## src/sv/fship_pkg.sv

```systemverilog
// ----------------------------------------------------------------------------
// fship_pkg: shared types and constants for the format string printer
// Character codes and the control bundle of the BCD shift unit.
// ----------------------------------------------------------------------------
package fship_pkg;

    // ASCII codes
    localparam logic [7:0] CH_PERCENT  = 8'h25;
    localparam logic [7:0] CH_D        = 8'h64;
    localparam logic [7:0] CH_X        = 8'h78;
    localparam logic [7:0] CH_ZERO     = 8'h30;
    localparam logic [7:0] CH_MINUS    = 8'h2D;
    // 'a' - 10, so that digit 10 maps to 'a'
    localparam logic [7:0] CH_HEX_BASE = 8'h57;

    // BCD digit register control
    typedef struct packed {
        logic clear;        // zero all digits
        logic shift_bit;    // double-dabble step, bit_in enters at the bottom
        logic bit_in;
        logic shift_digit;  // drop the top digit, zero enters at the bottom
    } t_bcd_ctl;

endpackage

```

## src/sv/fship_bcd.sv

```systemverilog
// ----------------------------------------------------------------------------
// fship_bcd: bit-serial binary to BCD converter
// Double-dabble register: one binary bit per step, then the digits are
// shifted out from the top one at a time.
// ----------------------------------------------------------------------------
module fship_bcd #(
    parameter int NUM_DIGITS = 10
) (
    input  logic                i_clk,
    input  fship_pkg::t_bcd_ctl i_ctl,
    output logic [3:0]          o_top_digit
);

    localparam int BCD_W = 4 * NUM_DIGITS;

    logic [BCD_W-1:0] r_bcd;
    logic [BCD_W-1:0] n_bcd;
    logic [BCD_W-1:0] w_adj;

    // add-3 correction on every digit that is 5 or more
    always_comb begin
        for (int i = 0; i < NUM_DIGITS; i++) begin
            if (r_bcd[4*i +: 4] >= 4'd5) begin
                w_adj[4*i +: 4] = r_bcd[4*i +: 4] + 4'd3;
            end else begin
                w_adj[4*i +: 4] = r_bcd[4*i +: 4];
            end
        end
    end

    // next digit register value
    always_comb begin
        n_bcd = r_bcd;
        if (i_ctl.clear) begin
            n_bcd = '0;
        end else if (i_ctl.shift_bit) begin
            n_bcd = {w_adj[BCD_W-2:0], i_ctl.bit_in};
        end else if (i_ctl.shift_digit) begin
            n_bcd = {r_bcd[BCD_W-5:0], 4'b0000};
        end
    end

    always_ff @(posedge i_clk) begin
        r_bcd <= n_bcd;
    end

    assign o_top_digit = r_bcd[BCD_W-1 -: 4];

endmodule

```

## src/sv/format_string_int_hex_printer.sv

```systemverilog
// ----------------------------------------------------------------------------
// format_string_int_hex_printer: printf-style character formatter
// Echoes format bytes and expands %%, %d (signed decimal) and %x (hex); other bytes after % are dropped.
// ----------------------------------------------------------------------------
// An echoed byte or %% passes through ST_CHAR and then the output register.
// %d: ARG_WIDTH magnitude bits are shifted into the BCD register, then leading
//   zero digits are skipped and one beat goes out per character (sign, digits).
// %x: (ARG_WIDTH+3)/4 nibbles, leading zero nibbles skipped, one beat per printed one.
// One item at a time: the decimal converter and the digit emitter set the pace.
// Reset (i_rst_n low, synchronous) clears the pending '%', the state and tvalid.
module format_string_int_hex_printer #(
    parameter int ARG_WIDTH = 32
) (
    input  logic        i_clk,
    input  logic        i_rst_n,
    // input beat
    input  logic        s_axis_tvalid,
    output logic        s_axis_tready,
    input  logic [39:0] s_axis_tdata,   // [7:0] fmt_byte, [39:8] arg_word
    // output beat
    output logic        m_axis_tvalid,
    input  logic        m_axis_tready,
    output logic [7:0]  m_axis_tdata,   // [7:0] out_char
    output logic        m_axis_tlast    // run_last
);

    localparam int NUM_DIGITS = (ARG_WIDTH * 31) / 100 + 1;
    localparam int NUM_NIBS   = (ARG_WIDTH + 3) / 4;
    localparam int BIN_W      = 4 * NUM_NIBS;
    localparam int PAD_W      = BIN_W - ARG_WIDTH;
    localparam int CNT_W      = $clog2(ARG_WIDTH + 1);

    typedef enum logic [5:0] {
        ST_IDLE   = 6'b000001,
        ST_CHAR   = 6'b000010,
        ST_DABBLE = 6'b000100,
        ST_SIGN   = 6'b001000,
        ST_DEC    = 6'b010000,
        ST_HEX    = 6'b100000
    } t_state;

    t_state             r_state, n_state;
    logic               r_pending, n_pending;
    logic               r_neg, n_neg;
    logic               r_seen, n_seen;
    logic [CNT_W-1:0]   r_cnt, n_cnt;
    logic [BIN_W-1:0]   r_bin, n_bin;
    logic [7:0]         r_char, n_char;
    logic               r_out_valid, n_out_valid;
    logic [7:0]         r_out_char, n_out_char;
    logic               r_out_last, n_out_last;

    logic [7:0]           w_fmt;
    logic [BIN_W+31:0]    w_arg_ext;
    logic [ARG_WIDTH-1:0] w_val;
    logic [ARG_WIDTH-1:0] w_mag;
    logic                 w_in_acc;
    logic                 w_out_ok;
    logic                 w_last_cnt;
    logic [3:0]           w_dec_digit;
    logic [3:0]           w_hex_digit;
    fship_pkg::t_bcd_ctl  w_bcd_ctl;

    // field unpack and argument at ARG_WIDTH bits
    assign w_fmt     = s_axis_tdata[7:0];
    assign w_arg_ext = {{BIN_W{1'b0}}, s_axis_tdata[39:8]};
    assign w_val     = w_arg_ext[ARG_WIDTH-1:0];
    assign w_mag     = w_val[ARG_WIDTH-1] ? (~w_val + 1'b1) : w_val;

    assign s_axis_tready = (r_state == ST_IDLE);
    assign w_in_acc      = s_axis_tvalid && s_axis_tready;
    assign w_out_ok      = !r_out_valid || m_axis_tready;
    assign w_last_cnt    = (r_cnt == CNT_W'(1));
    assign w_hex_digit   = r_bin[BIN_W-1 -: 4];

    fship_bcd #(
        .NUM_DIGITS (NUM_DIGITS)
    ) u_bcd (
        .i_clk       (i_clk),
        .i_ctl       (w_bcd_ctl),
        .o_top_digit (w_dec_digit)
    );

    // sequencer and output register
    always_comb begin
        n_state     = r_state;
        n_pending   = r_pending;
        n_neg       = r_neg;
        n_seen      = r_seen;
        n_cnt       = r_cnt;
        n_bin       = r_bin;
        n_char      = r_char;
        n_out_valid = r_out_valid && !m_axis_tready;
        n_out_char  = r_out_char;
        n_out_last  = r_out_last;
        w_bcd_ctl   = '0;

        case (r_state)
            ST_IDLE: begin
                if (w_in_acc) begin
                    if (r_pending) begin
                        n_pending = 1'b0;
                        if (w_fmt == fship_pkg::CH_PERCENT) begin
                            n_char  = fship_pkg::CH_PERCENT;
                            n_state = ST_CHAR;
                        end else if (w_fmt == fship_pkg::CH_D) begin
                            n_neg           = w_val[ARG_WIDTH-1];
                            n_bin           = BIN_W'(w_mag) << PAD_W;
                            n_cnt           = CNT_W'(ARG_WIDTH);
                            w_bcd_ctl.clear = 1'b1;
                            n_state         = ST_DABBLE;
                        end else if (w_fmt == fship_pkg::CH_X) begin
                            n_bin   = BIN_W'(w_val);
                            n_cnt   = CNT_W'(NUM_NIBS);
                            n_seen  = 1'b0;
                            n_state = ST_HEX;
                        end
                    end else if (w_fmt == fship_pkg::CH_PERCENT) begin
                        n_pending = 1'b1;
                    end else begin
                        n_char  = w_fmt;
                        n_state = ST_CHAR;
                    end
                end
            end
            ST_CHAR: begin
                if (w_out_ok) begin
                    n_out_valid = 1'b1;
                    n_out_char  = r_char;
                    n_out_last  = 1'b1;
                    n_state     = ST_IDLE;
                end
            end
            ST_DABBLE: begin
                // one magnitude bit into the BCD register per cycle
                w_bcd_ctl.shift_bit = 1'b1;
                w_bcd_ctl.bit_in    = r_bin[BIN_W-1];
                n_bin               = r_bin << 1;
                n_cnt               = r_cnt - 1'b1;
                if (w_last_cnt) begin
                    n_cnt   = CNT_W'(NUM_DIGITS);
                    n_seen  = 1'b0;
                    n_state = r_neg ? ST_SIGN : ST_DEC;
                end
            end
            ST_SIGN: begin
                if (w_out_ok) begin
                    n_out_valid = 1'b1;
                    n_out_char  = fship_pkg::CH_MINUS;
                    n_out_last  = 1'b0;
                    n_state     = ST_DEC;
                end
            end
            ST_DEC: begin
                // leading zeros are dropped, the units digit always prints
                if (w_dec_digit == 4'd0 && !r_seen && !w_last_cnt) begin
                    w_bcd_ctl.shift_digit = 1'b1;
                    n_cnt                 = r_cnt - 1'b1;
                end else if (w_out_ok) begin
                    n_out_valid           = 1'b1;
                    n_out_char            = fship_pkg::CH_ZERO + {4'b0000, w_dec_digit};
                    n_out_last            = w_last_cnt;
                    n_seen                = 1'b1;
                    w_bcd_ctl.shift_digit = 1'b1;
                    n_cnt                 = r_cnt - 1'b1;
                    if (w_last_cnt) begin
                        n_state = ST_IDLE;
                    end
                end
            end
            ST_HEX: begin
                if (w_hex_digit == 4'd0 && !r_seen && !w_last_cnt) begin
                    n_bin = {r_bin[BIN_W-5:0], 4'b0000};
                    n_cnt = r_cnt - 1'b1;
                end else if (w_out_ok) begin
                    n_out_valid = 1'b1;
                    if (w_hex_digit <= 4'd9) begin
                        n_out_char = fship_pkg::CH_ZERO + {4'b0000, w_hex_digit};
                    end else begin
                        n_out_char = fship_pkg::CH_HEX_BASE + {4'b0000, w_hex_digit};
                    end
                    n_out_last = w_last_cnt;
                    n_seen     = 1'b1;
                    n_bin      = {r_bin[BIN_W-5:0], 4'b0000};
                    n_cnt      = r_cnt - 1'b1;
                    if (w_last_cnt) begin
                        n_state = ST_IDLE;
                    end
                end
            end
            default: begin
                n_state = ST_IDLE;
            end
        endcase
    end

    // control registers
    always_ff @(posedge i_clk) begin
        if (!i_rst_n) begin
            r_state     <= ST_IDLE;
            r_pending   <= 1'b0;
            r_out_valid <= 1'b0;
        end else begin
            r_state     <= n_state;
            r_pending   <= n_pending;
            r_out_valid <= n_out_valid;
        end
    end

    // payload registers
    always_ff @(posedge i_clk) begin
        r_neg      <= n_neg;
        r_seen     <= n_seen;
        r_cnt      <= n_cnt;
        r_bin      <= n_bin;
        r_char     <= n_char;
        r_out_char <= n_out_char;
        r_out_last <= n_out_last;
    end

    assign m_axis_tvalid = r_out_valid;
    assign m_axis_tdata  = r_out_char;
    assign m_axis_tlast  = r_out_last;

endmodule

```

## config.mk

```make
export PLATFORM = sky130hd
export DESIGN_NAME = format_string_int_hex_printer
export DESIGN_NICKNAME = d
export VERILOG_FILES = /design/src/sv/fship_pkg.sv /design/src/sv/fship_bcd.sv /design/src/sv/format_string_int_hex_printer.sv
export SDC_FILE = /design/constraint.sdc
export NUM_CORES = 1
export LEC_CHECK = 0
export BUFFER_PORTS_ARGS = -buffer_cell sky130_fd_sc_hd__buf_2
export CAP_MARGIN = 10
export CORE_UTILIZATION = 28
export DETAILED_ROUTE_END_ITERATION = 8
export PLACE_DENSITY = 0.42
export SLEW_MARGIN = 0
export SYNTH_ARGS = -nofsm -noshare
export SYNTH_HDL_FRONTEND = slang
export SYNTH_SLANG_ARGS = --single-unit
```

## constraint.sdc

```tcl
create_clock -name i_clk -period 3.1 [get_ports i_clk]
set_input_delay 0.62 -clock i_clk [delete_from_list [all_inputs] [get_ports i_clk]]
set_output_delay 0.62 -clock i_clk [all_outputs]
set_load 0.01 [all_outputs]
```

* Word level (Yosys, flattened, before mapping)
Index checks and enable logic that the tools add are counted.
** Cells by class
- Add/sub/neg operators :: 15
- Bitwise logic cells :: 2
- Reduce and logical (&&, ||, !) cells :: 27
- Equality and inequality tests :: 28
- $lt $le $gt $ge :: 11
- Multiplexer cells :: 88
** Operator list (count)
- 2-to-1 mux 32 bit :: 8
- 2-to-1 mux 6 bit :: 22
- one-hot mux 32 bit (3 select lines) :: 1
- 2-to-1 mux 40 bit :: 2
- 2-to-1 mux 8 bit :: 10
- >= comparator 4 x 3 -> 1 bit, second input constant :: 10
- adder 4 x 2 -> 4 bit, second input constant :: 9
- 2-to-1 mux 4 bit :: 9
- one-hot mux 6 bit (6 select lines) :: 1
- adder 32 x 1 -> 32 bit, second input constant :: 1
- inverter 32 bit :: 1
- one-hot mux 8 bit (4 select lines) :: 1
- 2-to-1 mux 1 bit :: 27
- one-hot mux 6 bit (4 select lines) :: 1
- inequality test 2 bit, second input constant :: 10
- equality test 8 x 7 -> 1 bit, second input constant :: 2
- AND reduction 5 bit :: 3
- adder 6 x 4 -> 7 bit, first input constant :: 2
- equality test 6 x 1 -> 1 bit, second input constant :: 2
- AND reduction 9 bit :: 1
- adder 7 x 4 -> 8 bit, first input constant :: 1
- equality test 8 x 6 -> 1 bit, second input constant :: 1
- logical NOT 4 bit :: 2
- inequality test 2 x 1 -> 1 bit, second input constant :: 4
- 29 further kinds :: 40
** Word-level totals
- Register bits :: 105
- Output and inout bits :: 11
- Logic and storage cells :: 182

* Depth between registers and ports, before layout
- Depth after elaboration :: 8
- Mapped depth :: 9

* Hierarchy
From an unflattened synthesis, not the netlist that was laid out.
** Second synthesis, totals
- Cells, all modules :: 752
- Area, all modules :: 6899.1 µm²
** Modules (own cells, without submodules)
- format_string_int_hex_printer :: instances 1, area an instance 4210.3 µm², cells an instance 433, sequential area each 1871.8 µm²
- fship_bcd :: instances 1, area an instance 2688.8 µm², cells an instance 319, sequential area each 800.8 µm²

* Worst setup path after synthesis
No wires, ideal clock.
- Kind :: register to register
- Start :: register r_state[1]
- End :: register r_bin[0] (enable)
- Arrival :: 2.661 ns
- Cell stages (with the launch flop) :: 8
- Buffers on the path :: 1
- Slack :: 0.044 ns
- Library setup time :: 0.394 ns
- Clock period less this slack :: 3.056 ns
- Required time :: 2.706 ns
- Cell sequence :: dfxtp_1 buf_6 or4_4 nor3b_2 nand2_1 nor3_1 o21ai_0 nand3_1
** On the way
- Word-level cells in the longest chain between the ends :: 4
- Elaborated cells between the ends (all ways) :: 11
- Those cells by class :: eq/ne: 8; reduce/logical: 3
** RTL lines
- start: declaration :: RTL line format_string_int_hex_printer.sv:42 : t_state r_state, n_state;
- start signal: assignment :: RTL line format_string_int_hex_printer.sv:204 : r_state <= n_state;
- equality test 6 x 1 -> 1 bit (*) :: RTL line format_string_int_hex_printer.sv:70 : assign s_axis_tready = (r_state == ST_IDLE);
- via s_axis_tready :: RTL line format_string_int_hex_printer.sv:18 : output logic s_axis_tready,
- logical AND 1 bit :: RTL line format_string_int_hex_printer.sv:71 : assign w_in_acc = s_axis_tvalid && s_axis_tready;
- inequality test 2 x 1 -> 1 bit (no source line)
- AND reduction 6 bit (no source line) (*)
- end signal: assignment :: RTL line format_string_int_hex_printer.sv:215 : r_bin <= n_bin;
- end: declaration :: RTL line format_string_int_hex_printer.sv:47 : logic [BIN_W-1:0] r_bin, n_bin;
Mark *: on every way through the listed nets, which the timed path passes. The rest lies on a longest branch.
A chain may end at the register's enable or synchronous reset.

* Final worst setup path
- Start :: register r_state[1]
- End :: register r_bin[8] (enable)
** On the way
- Word-level cells in the longest chain between the ends :: 4
- Elaborated cells between the ends (all ways) :: 11
- Those cells by class :: eq/ne: 8; reduce/logical: 3
** RTL lines (RTL line)
- equality test 6 x 1 -> 1 bit :: format_string_int_hex_printer.sv:70, format_string_int_hex_printer.sv:98
- logical AND 1 bit :: format_string_int_hex_printer.sv:71
- inequality test 2 x 1 -> 1 bit (no source line)
- AND reduction 6 bit (no source line) (*)
Mark *: on every way between the ends. The rest lies on a longest branch, timed or not.

==> impl_results.md <==
* XOR/XNOR share of the synthesized area at 5.82%
* Average size of a mapped cell at 8.94 sq um
* Boundary Pins at 55
* Area fraction in compound gates after synthesis at 26.1%
* Period utilization at 87.6%
* CP Launch Type: flop
* Final Core Density at 32.6%
* Reported leakage power at 2.66 nW
* Dominant combinational cell family by area after synthesis: compound AO/OA/AOI/OAI gates
* Count of flip-flops with a built-in enable after synthesis at 57
* Largest clock skew in the final design at 0.0167 ns
* Highest routed layer: met4
* Via count of the first global-routing pass at 5,691
* Highest-count cells in the layout ignoring fill and taps: sky130_fd_sc_hd__o21ai_0 (93), sky130_fd_sc_hd__edfxtp_1 (57), sky130_fd_sc_hd__a21oi_1 (56), sky130_fd_sc_hd__buf_2 (54), sky130_fd_sc_hd__dfxtp_1 (48)
* First-pass GRT wire length at 29,500 microns
* Iter 0 DRT Violations at 364
* Final-stage net count at 874
* Main synth FF type: sky130_fd_sc_hd__edfxtp_1
* Number of buffers added on ports at 54
* Iteration count of the initial detailed-routing pass at 7
* Fraction of synthesized area in multiplexers at 0.740%
* Synthesized netlist net count at 830
* Worst supply voltage drop on vdd at 0.287 mV
* Setup repair after global routing missed its margin: false
* Headroom to the max-slew limit at 60.6%
* Count of mapped cells out of synthesis at 757
* Status: finished clean
* Hold Fails Final Rpt at 0
* Critical-path maximum fanout at 32
* Routed length on met3 at 720 microns
* Critical path type: flop to flop
* Synth warnings at 0
* Aggregate negative setup slack at 0 ns
* Clock buffer count from CTS at 9
* Met1 routed wirelength after detailed routing at 8510 microns
* Vias per Instance at 5.22
* Maximum clock insertion buffer count at 2
* ANT nets after route at 0
* Starting density of the core at 28.7%
* Aggregate routed wire length at 18,100 microns
* Data arrival time of the critical path at 2.77 ns
* Fraction of final layout cells with drive strength greater than 1 at 14.4%
* Simple-Gate Fraction of Synth Area at 17.7%
* Die Area at 0.0248 sq mm
* Post-DP HPWL at 12,800 microns
* Non-Filler Cell Area, Final at 0.00771 sq mm
* Die boundary height at 157 microns
* Total power density per cell area at 388 mW/mm^2
* Area growth from synthesis to layout at 13.9%
* Netlist area before placement at 0.00677 sq mm
* Count of vias placed by the detailed router at 5,870
* CTS root buf: sky130_fd_sc_hd__clkbuf_16
* Element type at the critical path end: flop
* Cell Rows at 56
* Sequential share of the synthesized area at 39.5%
* Weighted congestion reported at the end of routability-driven placement at 0.832
* Post-layout min period at 2.72 ns
* WL/cell at 16.1 microns
* Number of setup buffers added after CTS at 0
* Post-DP Area at 0.00741 sq mm
* Library cells used by synthesis at 64
* Detailed-routed wire length on met2 at 8590 microns
* Slew @ Worst Pin at 0.588 ns
* FFs w/ async S/R, synth at 0%
* Clk sinks at 105
* Worst path required time at 3.15 ns
* Overall track demand over capacity in global routing at 15.1%
* Htree depth at 3
* Core area at 0.0236 sq mm
* Final global-route overflow total at 0
* Flip-flop and latch count after synthesis at 105
* Final Max Tran Viols at 0
* Number of antenna violations at the first check in global routing at 0
* Largest net degree at the start of global routing at 34
* CTS Hold Buffers Added at 0
* Clock tree from TritonCTS: built
* Width of the die at 157 microns
* Post-route DRC at 0
* Leading cell type in the layout, fill and taps excluded: sky130_fd_sc_hd__o21ai_0
* Upper clock frequency limit at 368 MHz
* Clock latency on the worst-skew pair at 0.36 ns
* Number of maximum-capacitance violations at 0
* Number of endpoints failing setup at the final stage at 0
* Worst min-delay path category: input port to flop
* Antenna cells at 0
* Post-synthesis adder-cell area fraction at 5.36%
* Post-CTS clock slew at the launch and capture registers of the worst setup and hold paths at 0.09 ns
* PostCTS Resize Cnt at 0
-- synthesized netlist by cell type, types with 2 or more instances --
master / count / area, sq um
sky130_fd_sc_hd__or3_1: 6 / 37.5
sky130_fd_sc_hd__buf_6: 5 / 56.3
sky130_fd_sc_hd__a22oi_1: 41 / 308
sky130_fd_sc_hd__nand2_1: 39 / 146
sky130_fd_sc_hd__o31ai_1: 6 / 45.0
sky130_fd_sc_hd__o21bai_1: 3 / 22.5
sky130_fd_sc_hd__xnor2_1: 22 / 193
sky130_fd_sc_hd__and2_1: 3 / 18.8
sky130_fd_sc_hd__a22o_1: 2 / 17.5
sky130_fd_sc_hd__or2_2: 6 / 37.5
sky130_fd_sc_hd__nor2_1: 47 / 176
sky130_fd_sc_hd__mux2i_1: 5 / 50.1
sky130_fd_sc_hd__a21o_1: 4 / 30.0
sky130_fd_sc_hd__nor3_1: 29 / 145
sky130_fd_sc_hd__nor2b_1: 37 / 231
sky130_fd_sc_hd__buf_1: 2 / 7.51
sky130_fd_sc_hd__a211o_1: 2 / 17.5
sky130_fd_sc_hd__nand3b_1: 3 / 22.5
sky130_fd_sc_hd__a211oi_1: 29 / 218
sky130_fd_sc_hd__nand2b_1: 12 / 75.1
sky130_fd_sc_hd__o41ai_1: 3 / 26.3
sky130_fd_sc_hd__xor2_1: 23 / 201
sky130_fd_sc_hd__o22ai_1: 2 / 12.5
sky130_fd_sc_hd__or4_1: 2 / 15.0
sky130_fd_sc_hd__edfxtp_1: 57 / 1710
sky130_fd_sc_hd__buf_4: 2 / 15.0
sky130_fd_sc_hd__or3b_2: 2 / 17.5
sky130_fd_sc_hd__nor4_1: 6 / 37.5
sky130_fd_sc_hd__nand3_1: 15 / 75.1
sky130_fd_sc_hd__a21oi_1: 56 / 280
sky130_fd_sc_hd__o21ai_0: 93 / 465
sky130_fd_sc_hd__inv_1: 30 / 113
sky130_fd_sc_hd__or4_4: 2 / 22.5
sky130_fd_sc_hd__buf_2: 4 / 20.0
sky130_fd_sc_hd__clkbuf_1: 28 / 105
sky130_fd_sc_hd__a32oi_1: 11 / 96.3
sky130_fd_sc_hd__o311a_1: 9 / 90.1
sky130_fd_sc_hd__nor3b_1: 4 / 30.0
sky130_fd_sc_hd__dfxtp_1: 48 / 961
sky130_fd_sc_hd__ha_1: 29 / 363
sky130_fd_sc_hd__and3_1: 5 / 31.3
-- where the power goes --
group | switching [mW] | internal [mW] | total [mW]
Clock | 0.600 | 0.574 | 1.17
Combinational | 0.156 | 0.126 | 0.282
Sequential | 0.0275 | 1.50 | 1.53
-- routing by layer --
layer,track usage (%),up-vias
met5,0,-
li1,-,2897
met3,3.06,15
met1,19.6,2843
met2,25.1,115
met4,4.72,0
-- through the flow --
stage | total power, mW | std cells | hold WS [ns] | worst slack [ns]
after floorplan | 1.75 | 757 | 0.475 | 0.0444
after global placement | 1.84 | 1109 | 0.503 | 0.170
after detailed placement | 1.85 | 1109 | 0.522 | 0.112
after CTS | 3.04 | 1125 | 0.469 | 0.414
after global routing | 3.12 | 1125 | 0.468 | 0.187
final | 2.99 | 1125 | 0.481 | 0.383
-- critical path, cell delays in order, from the launching register on --
cell and delay (ns):
sky130_fd_sc_hd__dfxtp_1 0.42, sky130_fd_sc_hd__or4_4 0.61, sky130_fd_sc_hd__nor3b_2 0.26, sky130_fd_sc_hd__nand2_1 0.16, sky130_fd_sc_hd__nor3_1 0.29, sky130_fd_sc_hd__o21ai_0 0.24, sky130_fd_sc_hd__nand3_1 0.19, sky130_fd_sc_hd__buf_12 0.23
-- final timing paths --
check | cells after the start | to | startpoint | slack, ns
max | 7 | r_bin[8] | r_state[1] | 0.38
min | 1 | r_neg | s_axis_tdata[39] | 0.48
max reg2reg | 7 | r_bin[8] | r_state[1] | 0.38
min reg2reg | 2 | u_bcd.r_bcd[39] | u_bcd.r_bcd[39] | 0.53
-- area by class of cell --
class                   count  area, sq um
multi-input cells         580         3790
repair buffers             75          440
inverters                  30          113
flip-flops and latches    105         2670
well taps                 319          399
clock buffers               9          225
fillers                  2489        15900
clock inverters             7         72.6
-- cells by family (layout without fill, tap and decap cells) --
kind of cell / Yosys count / in the layout
buf+inv: 72 / 121
compound gates: 275 / 275
xor+xnor: 45 / 45
simple gates: 226 / 226
fa+ha+maj: 29 / 29
mux: 5 / 5
flops: 105 / 105
-- registers in the layout (all words and copies together), names as in the netlist, 6 cells and up --
| register | flops |
|---|---|
| r_char | 8 |
| r_state | 6 |
| m_axis_tdata | 8 |
| u_bcd.r_bcd | 40 |
| r_bin | 32 |
| r_cnt | 6 |
Note: power is estimated with default switching activity, not from simulation.
